### src/hw/rtl/matrix_multiply_assert.svh
// Assertion macros used by the matrix multiply RTL.
// Expects signals named clk and arst_n in the scope where a macro is used.
`ifndef MATRIX_MULTIPLY_ASSERT_SVH
`define MATRIX_MULTIPLY_ASSERT_SVH
`ifndef ASSERT_OFF
`define MM_ASSERT(lbl, prop, msg) \
	lbl: assert property (@(posedge clk) disable iff (!arst_n) prop) else $error(msg);
`define MM_ASSERT_ALWAYS(lbl, prop, msg) \
	lbl: assert property (@(posedge clk) prop) else $error(msg);
`else
`define MM_ASSERT(lbl, prop, msg)
`define MM_ASSERT_ALWAYS(lbl, prop, msg)
`endif
`endif

### src/hw/rtl/mm_pkg.sv
// Package for the matrix multiply block: field widths, codes and the sequencer state type.
// No dependencies; every other RTL file but the assertion header imports it.
package mm_pkg;

	localparam int MAX_DIM_DEF = 8;
	localparam int DIM_W       = 4;
	localparam int VAL_W       = 32;
	localparam int POS_W       = 3;
	localparam int ACT_W       = 2;
	localparam int REG_IDX_W   = 2;
	localparam int FRAC_W      = 16;

	localparam logic [ACT_W-1:0] ACT_LOAD_A  = 2'd0;
	localparam logic [ACT_W-1:0] ACT_LOAD_B  = 2'd1;
	localparam logic [ACT_W-1:0] ACT_COMPUTE = 2'd2;

	localparam logic [REG_IDX_W-1:0] REG_A_ROWS = 2'd0;
	localparam logic [REG_IDX_W-1:0] REG_A_COLS = 2'd1;
	localparam logic [REG_IDX_W-1:0] REG_B_ROWS = 2'd2;
	localparam logic [REG_IDX_W-1:0] REG_B_COLS = 2'd3;

	typedef enum logic [1:0] {
		ST_IDLE,
		ST_MAC,
		ST_WAIT,
		ST_EMIT
	} mm_state_t;

endpackage

### src/hw/rtl/mm_ram.sv
// Generic simple dual-port RAM: one write port, one read port with registered data.
// Depends on mm_pkg for its default width and depth.
module mm_ram import mm_pkg::*; #(
	parameter int WIDTH = VAL_W,
	parameter int DEPTH = MAX_DIM_DEF * MAX_DIM_DEF,
	localparam int AW = (DEPTH > 1) ? $clog2(DEPTH) : 1
) (
	input  logic             clk,
	input  logic             we,
	input  logic [AW-1:0]    waddr,
	input  logic [WIDTH-1:0] wdata,
	input  logic [AW-1:0]    raddr,
	output logic [WIDTH-1:0] rdata
);

	logic [WIDTH-1:0] mem_q [DEPTH];
	logic [WIDTH-1:0] rdata_q;

	always_ff @(posedge clk) begin
		if (we) begin
			mem_q[waddr] <= wdata;
		end
		rdata_q <= mem_q[raddr];
	end

	assign rdata = rdata_q;

endmodule

### config.mk
export PLATFORM = sky130hd
export DESIGN_NAME = mm_ram
export DESIGN_NICKNAME = d
export VERILOG_FILES = /design/src/hw/rtl/matrix_multiply_assert.svh /design/src/hw/rtl/mm_pkg.sv /design/src/hw/rtl/mm_ram.sv
export SDC_FILE = /design/constraint.sdc
export NUM_CORES = 2
export LEC_CHECK = 0
export BUFFER_PORTS_ARGS = -buffer_cell sky130_fd_sc_hd__buf_2
export CAP_MARGIN = 20
export CORE_MARGIN = 3
export CORE_UTILIZATION = 50
export DETAILED_ROUTE_END_ITERATION = 8
export GPL_ROUTABILITY_DRIVEN = 0
export HOLD_SLACK_MARGIN = 0.1
export PLACE_DENSITY = 0.77
export SYNTH_ARGS = -nofsm -noshare
export SYNTH_HDL_FRONTEND = slang
export SYNTH_SLANG_ARGS = --single-unit
### constraint.sdc
create_clock -name clk -period 5.6 [get_ports clk]
set_input_delay 0.56 -clock clk [delete_from_list [all_inputs] [get_ports clk]]
set_output_delay 0.56 -clock clk [all_outputs]
set_load 0.05 [all_outputs]
==> impl_results.md <==
* Slew Limit Fails at 0
* Worst hold path depth at 1
* Reg clk slew, reported paths at 0.06 ns
* Via Count at between 30,000 and 40,000
* Hold slack final at about 0.11 ns
* Mapped Avg Cell Area at 23.6 µm²
* Combinational Power Share at 0.053
* DIE WIDTH at 402 µm
* Initial antenna violation count at 8
* Worst Path Max Fanout at 74
* Sequential element share of the synthesized area at 0.791
* Vias in the first global route at 38,600
* VDD IR max at about 0.00034 V
* Placed Cells at 5,387
* Cell-internal power at 24.9 mW
* Worst-skew pair later-pin latency at around 0.8 ns
* Initial DRC count at 6,298
* P&R area growth vs syn at 13.3%
* Gr usage total at 0.251
* Mapped Area at between 70,000 and 80,000 µm²
* Worst Hold Class: input port to flop
* Final setup viols at 0
* Final ANT Viol Nets at 0
* Die area at 162,000 µm²
* Run status: finished clean
* Net Count, Synth at 3,370
* Initial Util at 0.507
* Number of buffers created by CTS at 194
* Pwr dens at ~360 nW/µm²
* Maximum clock rate at 340 MHz
* Sw Pwr at 6.78 mW
* Setup crit start kind: input port
* Chip height at between 400 and 500 µm
* RSZ-0062 raised after global routing: no
* R2R Setup Slk at 3.35 ns
* Ranking of synthesized cells by area: edfxtp_1 (78%), mux4_2 (16%), mux2i_1 (1.2%), dfxtp_1 (0.82%), o22ai_1 (0.67%)
* Hold wc startpoint: wdata[29]
* Slew HR at 0.226
* Clk buf depth at 3
* EDFF count, synth at 2,048
* Clock root buffer: clkbuf_16
* Ports at 78
* Ys Warns at 0
* Ys async rst share at 0
* Count of different cell masters after synthesis at 34
* Worst Clk Skew at 0.0386 ns
* Worst EP required at 6.24 ns
* Top_reg_cell synth: edfxtp_1
* First-pass GRT wire length at 288 mm
* Sw frac at 0.214
* Worst R2R End: rdata[9]
* Rows at around 140
* Yosys reg bits at 2,080
* Clock power share at 0.400
* Commonest cells post-synth: edfxtp_1 (2,048), mux4_2 (544), nor2_1 (137)
* Port Buf Inserts at 77
* Worst-Margin Slew at 1.16 ns
* Synth area leader: edfxtp_1
* Share of layout cells above drive strength 1 at 0.298
* Final hold vios at 0
* Seq pwr share at 0.547
* Total Wirelength at 202 mm
* # DRC at 0
* WHS Endpoint: mem_q[45][29]
* Wire length per cell at 34.9 µm
* Fin crit period at 2.94 ns
* Final period util at 0.525
* CTS tree: done
* Fin cells at 5,795
* Crit Path Category: input port to flop
* Most frequent cell after synthesis: edfxtp_1
* R2R Path Start: mem_q[47][9]
* Htree depth at 4
* Setup TNS at 0 ns
* Leakage at 27.7 nW
* Total iterations of the first detailed-routing run at 8
* # Max-Cap Violations at 0
* Sink Count at 2,080
* Mapped Cells at 3,324
* Largest net degree at the start of global routing at 75
* Vias per cell at 6.62
* Fin nets at approximately 3,600
* Global route total overflow at 0
* Yosys top cell area share at 0.783
* Endpoint class of the critical path: flop
* Core footprint at ~150,000 µm²
* Reg2Reg Depth at 5
* WP data arrival at between 3 and 4 ns
* DP HPWL at 108 mm
-- critical path, cell delays in order --
cell and delay (ns):
buf_8 0.50, buf_4 0.55, buf_4 0.36, mux4_2 0.37, mux4_2 0.51, o22ai_1 0.39, nor2_1 0.16
-- how the worst max path moves through the flow --
| stage | from | endpoint | slack, ns | cells past startpoint |
|---|---|---|---|---|
| floorplan | waddr[3] | mem_q[48][0] | 1.88 | 4 |
| global placement | raddr[0] | rdata[4] | 1.88 | 7 |
| detailed placement | raddr[0] | rdata[21] | 1.87 | 7 |
| CTS | raddr[1] | rdata[21] | 2.75 | 7 |
| global route | raddr[0] | rdata[4] | 2.65 | 7 |
| finish | raddr[1] | rdata[21] | 2.66 | 7 |
-- power by group through the flow --
stage	registers [mW]	clock network, mW	logic, mW
3_5_place_dp	17.7	0	1.60
5_1_grt	17.3	13.4	1.76
4_1_cts	17.3	12.7	1.62
2_1_floorplan	17.7	0	0.838
6_report	17.3	12.7	1.68
3_3_place_gp	17.6	0	1.57
-- cell type report --
cell class	count	area [µm²]
Antenna cell	8	20.0
Clock buffer	254	5300
Clock inverter	107	788
Fill cell	10500	66000
Multi-Input combinational cell	1062	16000
Sequential cell	2080	62100
Tap cell	2044	2560
Timing Repair Buffer	240	2190
-- stage by stage --
stage	total power, mW	setup slack [ns]	cell area [µm²]	utilization
after global routing	32.4	2.65	88900	0.574
after floorplan	18.6	1.88	78500	-
after detailed placement	19.3	1.87	82200	0.530
after CTS	31.7	2.75	88300	0.570
after global placement	19.2	1.88	82200	0.530
final	31.6	2.66	89000	0.574
-- flip-flops by register name, indices dropped and copies added, names as in the netlist --
| register | flops |
|---|---|
| rdata | 32 |
| mem_q | 2048 |
-- cell families after synthesis --
kind of cell,Yosys count,share of synthesized area
AO/OA/AOI/OAI,202,0.0167
multiplexers,637,0.168
buffers and inverters,182,0.0113
flip-flops,2080,0.791
AND/OR/NAND/NOR,223,0.0127
-- timing repair --
item / CTS / global route
buffers inserted: 0 / 0
hold buffers: 0 / 12
hold endpoints to repair: 0 / 69
resized for setup: 0 / 0
endpoints found under the setup margin: 0 / 0
-- routing by layer --
metal | vias to the layer above | global-route usage | wire length, µm
met4 | 8 | 0.0904 | 7770
met5 | - | 0 | 47
met3 | 469 | 0.0649 | 26700
met2 | 3065 | 0.388 | 96200
met1 | 20000 | 0.350 | 71300
li1 | 14800 | - | -
-- cells in the final DEF (no fill, tap or decap), types with 3 or more instances in the layout --
cell type,synthesis,final
or3b_2,3,3
clkinv_1,0,43
nand2_1,26,26
nor2_4,0,62
nor2b_1,15,15
clkinv_8,0,6
clkinv_2,0,38
mux2i_1,93,93
clkbuf_16,0,199
nand3_1,5,5
o22ai_1,84,84
nor3_1,7,5
nor2_1,137,74
nand2b_1,8,7
nand3b_1,5,5
buf_2,57,73
a21oi_1,62,62
dfxtp_1,32,32
a22oi_1,12,12
o221ai_1,27,27
edfxtp_1,2048,2048
clkbuf_8,0,11
buf_8,0,3
and3_1,4,4
buf_12,0,41
clkbuf_1,74,44
dlygate4sd3_1,0,12
a41o_1,4,4
inv_6,0,6
diode_2,0,8
mux4_2,544,544
clkinvlp_4,0,5
bufinv_16,0,8
or3_1,3,3
buf_4,25,110
a311oi_1,8,8
o32ai_1,4,4
Note: power is estimated with default switching activity, not from simulation.
